`config.mk`:
```
export PLATFORM = sky130hd
export DESIGN_NAME = sgfb_ctrl
export DESIGN_NICKNAME = d
export VERILOG_FILES = /design/src/sgfb_pkg.sv /design/src/sgfb_ctrl.sv
export VERILOG_INCLUDE_DIRS = /design/src /design/src/src
export SDC_FILE = /design/constraint.sdc
export NUM_CORES = 1
export LEC_CHECK = 0
export BUFFER_PORTS_ARGS = -buffer_cell sky130_fd_sc_hd__buf_2
export CAP_MARGIN = 0
export CELL_PAD_IN_SITES_DETAIL_PLACEMENT = 1
export CELL_PAD_IN_SITES_GLOBAL_PLACEMENT = 1
export CORE_MARGIN = 5
export CORE_UTILIZATION = 32
export DETAILED_ROUTE_END_ITERATION = 8
export PLACE_DENSITY_LB_ADDON = 0.25
export SLEW_MARGIN = 20
export SYNTH_ARGS = -nofsm -noshare
export SYNTH_HDL_FRONTEND = slang
export SYNTH_SLANG_ARGS = --single-unit
```
`constraint.sdc`:
```
create_clock -name clk -period 1.9 [get_ports clk]
set_input_delay 0.57 -clock clk [delete_from_list [all_inputs] [get_ports clk]]
set_output_delay 0.57 -clock clk [all_outputs]
set_load 0.05 [all_outputs]
```
`src/scaled_glyph_framebuffer_blit_assert.svh`:
```
// Assertion macros used by the glyph blitter controller.
`ifndef SCALED_GLYPH_FRAMEBUFFER_BLIT_ASSERT_SVH
`define SCALED_GLYPH_FRAMEBUFFER_BLIT_ASSERT_SVH

// Same-cycle implication under reset.
`define SGFB_ASSERT_IMPLY(name, clock, resetn, pre, post) \
    name: assert property (@(posedge clock) disable iff (!resetn) (pre) |-> (post)) \
        else $error("sgfb: same-cycle check failed");

// Next-cycle implication under reset.
`define SGFB_ASSERT_NEXT(name, clock, resetn, pre, post) \
    name: assert property (@(posedge clock) disable iff (!resetn) (pre) |=> (post)) \
        else $error("sgfb: next-cycle check failed");

`endif

```
`src/sgfb_pkg.sv`:
```
// Shared types and constants for the scaled glyph frame buffer blitter.
`default_nettype none

package sgfb_pkg;

    localparam int SCREEN_WIDTH  = 128;
    localparam int SCREEN_HEIGHT = 64;
    localparam int BUFFER_BYTES  = 1024;
    localparam int GLYPH_COLUMNS = 5;
    localparam int GLYPH_ROWS    = 7;

    localparam int INPUT_COLS = 5;
    localparam int COL_BITS   = 7;
    localparam int PEN_STEP   = GLYPH_COLUMNS + 1;

    localparam int ADDR_W = $clog2(BUFFER_BYTES);
    localparam int CCNT_W = $clog2(GLYPH_COLUMNS + 1);
    localparam int RCNT_W = $clog2(GLYPH_ROWS + 1);

    typedef enum logic [1:0] {
        OP_CLEAR = 2'd0,
        OP_DRAW  = 2'd1,
        OP_READ  = 2'd2
    } op_t;

    typedef enum logic [1:0] {
        RES_HOLD,
        RES_PLAIN,
        RES_READ,
        RES_DRAWN
    } res_sel_t;

    typedef struct packed {
        logic [1:0] operation;
        logic       string_start;
        logic [7:0] x;
        logic [7:0] y;
        logic [3:0] scale;
        logic [6:0] glyph_col0;
        logic [6:0] glyph_col1;
        logic [6:0] glyph_col2;
        logic [6:0] glyph_col3;
        logic [6:0] glyph_col4;
        logic [9:0] byte_index;
    } item_t;

    typedef struct packed {
        logic [7:0] read_data;
        logic       glyph_drawn;
        logic [7:0] pen_column;
    } result_t;

    typedef struct packed {
        logic     capture;
        logic     clr_step;
        logic     mem_rd_idx;
        logic     mem_rd_pix;
        logic     mem_wr;
        logic     advance;
        logic     finish_draw;
        res_sel_t res_sel;
    } cmd_t;

    typedef struct packed {
        logic [1:0] op;
        logic       stopped;
        logic       clr_last;
        logic       glyph_done;
        logic       pix_write;
    } status_t;

endpackage

`default_nettype wire

```
`src/sgfb_ctrl.sv`:
```
// Controller state machine sequencing clear, read and glyph draw operations.
`default_nettype none
`include "scaled_glyph_framebuffer_blit_assert.svh"

module sgfb_ctrl (
    input  wire logic              clk,
    input  wire logic              rst_n,
    input  wire logic              start,
    input  wire sgfb_pkg::status_t status,
    output sgfb_pkg::cmd_t         cmd,
    output logic                   busy,
    output logic                   done
);

    typedef enum logic [3:0] {
        S_BOOT,
        S_IDLE,
        S_CLR,
        S_RD,
        S_RD_DATA,
        S_CHK,
        S_PIX,
        S_WR,
        S_RESP
    } state_t;

    state_t state_reg;
    state_t state_next;

    always_comb
    begin
        cmd        = '0;
        cmd.res_sel = sgfb_pkg::RES_HOLD;
        state_next = state_reg;
        unique case (state_reg)
            S_BOOT:
            begin
                cmd.clr_step = 1'b1;
                if (status.clr_last)
                begin
                    state_next = S_IDLE;
                end
            end
            S_IDLE:
            begin
                if (start)
                begin
                    cmd.capture = 1'b1;
                    unique case (status.op)
                        sgfb_pkg::OP_CLEAR: state_next = S_CLR;
                        sgfb_pkg::OP_DRAW:  state_next = S_CHK;
                        sgfb_pkg::OP_READ:  state_next = S_RD;
                        default:
                        begin
                            cmd.res_sel = sgfb_pkg::RES_PLAIN;
                            state_next  = S_RESP;
                        end
                    endcase
                end
            end
            S_CLR:
            begin
                cmd.clr_step = 1'b1;
                if (status.clr_last)
                begin
                    cmd.res_sel = sgfb_pkg::RES_PLAIN;
                    state_next  = S_RESP;
                end
            end
            S_RD:
            begin
                cmd.mem_rd_idx = 1'b1;
                state_next     = S_RD_DATA;
            end
            S_RD_DATA:
            begin
                cmd.res_sel = sgfb_pkg::RES_READ;
                state_next  = S_RESP;
            end
            S_CHK:
            begin
                if (status.stopped)
                begin
                    cmd.res_sel = sgfb_pkg::RES_PLAIN;
                    state_next  = S_RESP;
                end
                else
                begin
                    state_next = S_PIX;
                end
            end
            S_PIX:
            begin
                priority if (status.glyph_done)
                begin
                    cmd.finish_draw = 1'b1;
                    cmd.res_sel     = sgfb_pkg::RES_DRAWN;
                    state_next      = S_RESP;
                end
                else if (status.pix_write)
                begin
                    cmd.mem_rd_pix = 1'b1;
                    state_next     = S_WR;
                end
                else
                begin
                    cmd.advance = 1'b1;
                end
            end
            S_WR:
            begin
                cmd.mem_wr  = 1'b1;
                cmd.advance = 1'b1;
                state_next  = S_PIX;
            end
            S_RESP:
            begin
                state_next = S_IDLE;
            end
            default:
            begin
                state_next = S_IDLE;
            end
        endcase
    end

    always_ff @(posedge clk or negedge rst_n)
    begin
        if (!rst_n)
        begin
            state_reg <= S_BOOT;
        end
        else
        begin
            state_reg <= state_next;
        end
    end

    assign busy = state_reg != S_IDLE;
    assign done = state_reg == S_RESP;

    `SGFB_ASSERT_IMPLY(a_done_busy, clk, rst_n, done, busy)
    `SGFB_ASSERT_NEXT(a_accept_busy, clk, rst_n, start && !busy, busy)
    `SGFB_ASSERT_NEXT(a_done_single, clk, rst_n, done, !done)
    `SGFB_ASSERT_IMPLY(a_write_after_read, clk, rst_n, cmd.mem_wr, $past(cmd.mem_rd_pix))

endmodule

`default_nettype wire

```
==> summary.md <==
* pins over their slew limit: 0
* total negative slack for setup checks: -616.4 ps
* first-pass GRT wire length: 3222 um
* post-detailed-routing wire length: 2072 um
* routability congestion estimate: 0.7751
* peak fanout along the critical path: 4
* slew at the pin with the worst max-slew slack: 489.5 ps
* total congestion overflow after global routing: 0
* post-CTS clock slew at the launch and capture registers of the worst setup and hold paths: 50 ps
* TritonCTS Buffers: 3
* DRC violations left: 0
* antenna fix cells: 0
* arrival time of data at the critical path endpoint: 1480 ps
* clk_lat worst skew: 240 ps
* Setup violations, final: 8
* Layout area overhead: 81.75%
* maximum resistive drop on vdd: 1.218 mV
* number of levels in the clock H-tree: 1
* Cells after Synth: 60
* number of flip-flops in the largest register: 4
* Setup Crit Path Kind: flop to primary output
* routed via count: 596
* core box area: 1489 um^2
* area enclosed by the die boundary: 2455 um^2
* net switching power: 0.7483 mW
* hold_ws: 124.8 ps
* setup slack at placement: -177.7 ps
* synthesized area: 500.5 um^2
* count of final hold-check violations: 0
* routed vias/inst: 5.183
* CTS root buffer: sky130_fd_sc_hd__clkbuf_4
* final-stage net count: 114
* die extent in y: 49.55 um
* number of DRC violations after detailed-routing iteration 0: 2
* type of origin of the critical path: flop
* post-place instance area: 724.4 um^2
* register bit count reported by yosys: 4
* final worst-path cycle share: 1.081
* number of library cell types mapped by synthesis: 32
* result of the run: finished with violations
* relative contribution of the clock network to total power: 0.076
* TritonCTS clock tree: yes
* maximum number of pins on one net before global-route repair: 11
* share of synthesized registers carrying an async set or reset: 1.000
* violations in the final reports: negative setup slack
* fin crit period: 2054 ps
* Top Ports: 20
* required time at the worst-slack endpoint: 1330 ps
* power density over cell area: 1636 nW/um^2
* commonest non-fill, non-tap cell in the layout: sky130_fd_sc_hd__buf_4
* number of standard cells in the layout, taps in and fillers out: 115
* setup repair after global routing missed its margin: yes
* commonest non-fill, non-tap cells in the layout: sky130_fd_sc_hd__buf_4 (22), sky130_fd_sc_hd__buf_2 (9), sky130_fd_sc_hd__nor2_1 (6), sky130_fd_sc_hd__buf_6 (6)
* total non-filler cell area in the finished layout: 909.6 um^2
* sequential fraction of design power: 0.122
* placed cell count: 104
* count of input and output buffers: 19
* number of global-route vias before repair: 673
* switching power share of the total: 0.5030
* die outline width: 49.55 um
* initial antenna violation count: 0
* number of buffers inserted by hold repair at cts: 0
* Gate power share: 0.802
* number of core rows: 14
* Setup crit end kind: primary output
* remaining max-slew budget at the tightest pin: 0.6694
* effective utilization at floorplan: 0.3361
* cell leakage power: 0.4303 nW
* internal portion of total power: 0.7394 mW
* number of detailed-route iterations in the first pass: 4
* maximum clock insertion buffer count: 2
* max frequency: 0.4868 GHz
* final setup slack of the worst path: -154.4 ps
* Synth Flop Type: sky130_fd_sc_hd__dfrtp_1
* net count of the mapped netlist: 73
* Routed WL per cell: 18.02 um
* post-detail-place hpwl: 1347 um
* fraction of final layout cells with drive strength greater than 1: 0.6566
* overall power consumption: 1.488 mW
* class of the most critical hold timing path: input pin to async pin
* # Max-Cap Violations: 0
* proportion of synthesized chip area in sequential cells: 0.2000
* Post-Route Utilization: 0.6109
* Clock Sinks: 4
* remaining number of nets flagged by the antenna check after routing: 0
* number of enable-type register cells in the synthesized netlist: 0
* syn avg cell area: 8.341 um^2
* overall fraction of global-route tracks in use: 0.1668
* Layout Skew: 7.979 ps
* yosys warns: 0
[what timing repair did]
action | in CTS | in global routing
pin swaps | 2 | 1
setup endpoints to repair | 10 | 11
setup buffers | 5 | 4
gates resized for setup | 23 | 12
gates cloned | 0 | 0
[cell families (layout without fill, tap and decap cells)]
group	count (synthesis)	after routing	synth area share
AOI/OAI and AO/OA	12	12	0.1800
adders and majority gates	4	4	0.1000
buffers and inverters	8	47	0.09247
DFF	4	4	0.2000
muxes	1	1	0.02000
and+or+nand+nor	31	31	0.4075
[per-layer routing]
| metal | global-route usage | vias to the layer above | routed length, um |
|---|---|---|---|
| met2 | 0.3284 | 12 | 1209 |
| li1 | - | 293 | - |
| met1 | 0.1836 | 289 | 804 |
| met4 | 0.03930 | 0 | 9 |
| met5 | 0 | - | 0 |
| met3 | 0.01807 | 2 | 49 |
[power by group through the flow]
stage	Sequential, mW	Combinational, mW	Clock (mW)
floorplan	0.143	0.642	0
global placement	0.163	0.876	0
finish	0.181	1.19	0.113
detailed placement	0.163	0.888	0
CTS	0.180	1.08	0.109
global route	0.187	1.27	0.120
[area by class of cell]
| type | instances | area [um^2] |
|---|---|---|
| clock buffers | 3 | 22.52 |
| well taps | 16 | 20.02 |
| multi-input cells | 48 | 426.7 |
| flip-flops and latches | 4 | 102.6 |
| repair buffers | 40 | 322.8 |
| inverters | 4 | 15.01 |
| fillers | 174 | 579.3 |
[path summary, 6_finish.rpt]
kind,start,to,slack (ps),cells past startpoint
max,state_reg[0],cmd[3],-150,5
min,rst_n,state_reg[3],120,1
max reg2reg,state_reg[0],state_reg[1],140,8
min reg2reg,state_reg[1],state_reg[1],780,2
max in group asynchronous,rst_n,state_reg[1],1630,1
min in group clk,state_reg[1],state_reg[1],780,2
[synthesized netlist by cell type (all sizes together) (2+ instances only)]
library cell | n | area, um^2
nor2 | 6 | 22.52
nor3 | 6 | 40.04
buf | 4 | 31.27
dfrtp | 4 | 100.1
ha | 4 | 50.05
inv | 4 | 15.01
nand2 | 4 | 15.01
nand2b | 3 | 21.27
nor2b | 3 | 23.78
a211oi | 2 | 15.01
a21oi | 2 | 10.01
a22oi | 2 | 15.01
and3 | 2 | 13.77
nor3b | 2 | 26.28
o2bb2ai | 2 | 17.52
[critical path, cell delays in order, from the launching register on]
cell and delay (ps):
sky130_fd_sc_hd__dfrtp_2 450, sky130_fd_sc_hd__buf_6 150, sky130_fd_sc_hd__nor3b_4 220, sky130_fd_sc_hd__nand3b_1 170, sky130_fd_sc_hd__nand2b_4 110, sky130_fd_sc_hd__buf_8 140
No activity file was read; power rests on OpenSTA's default activity.
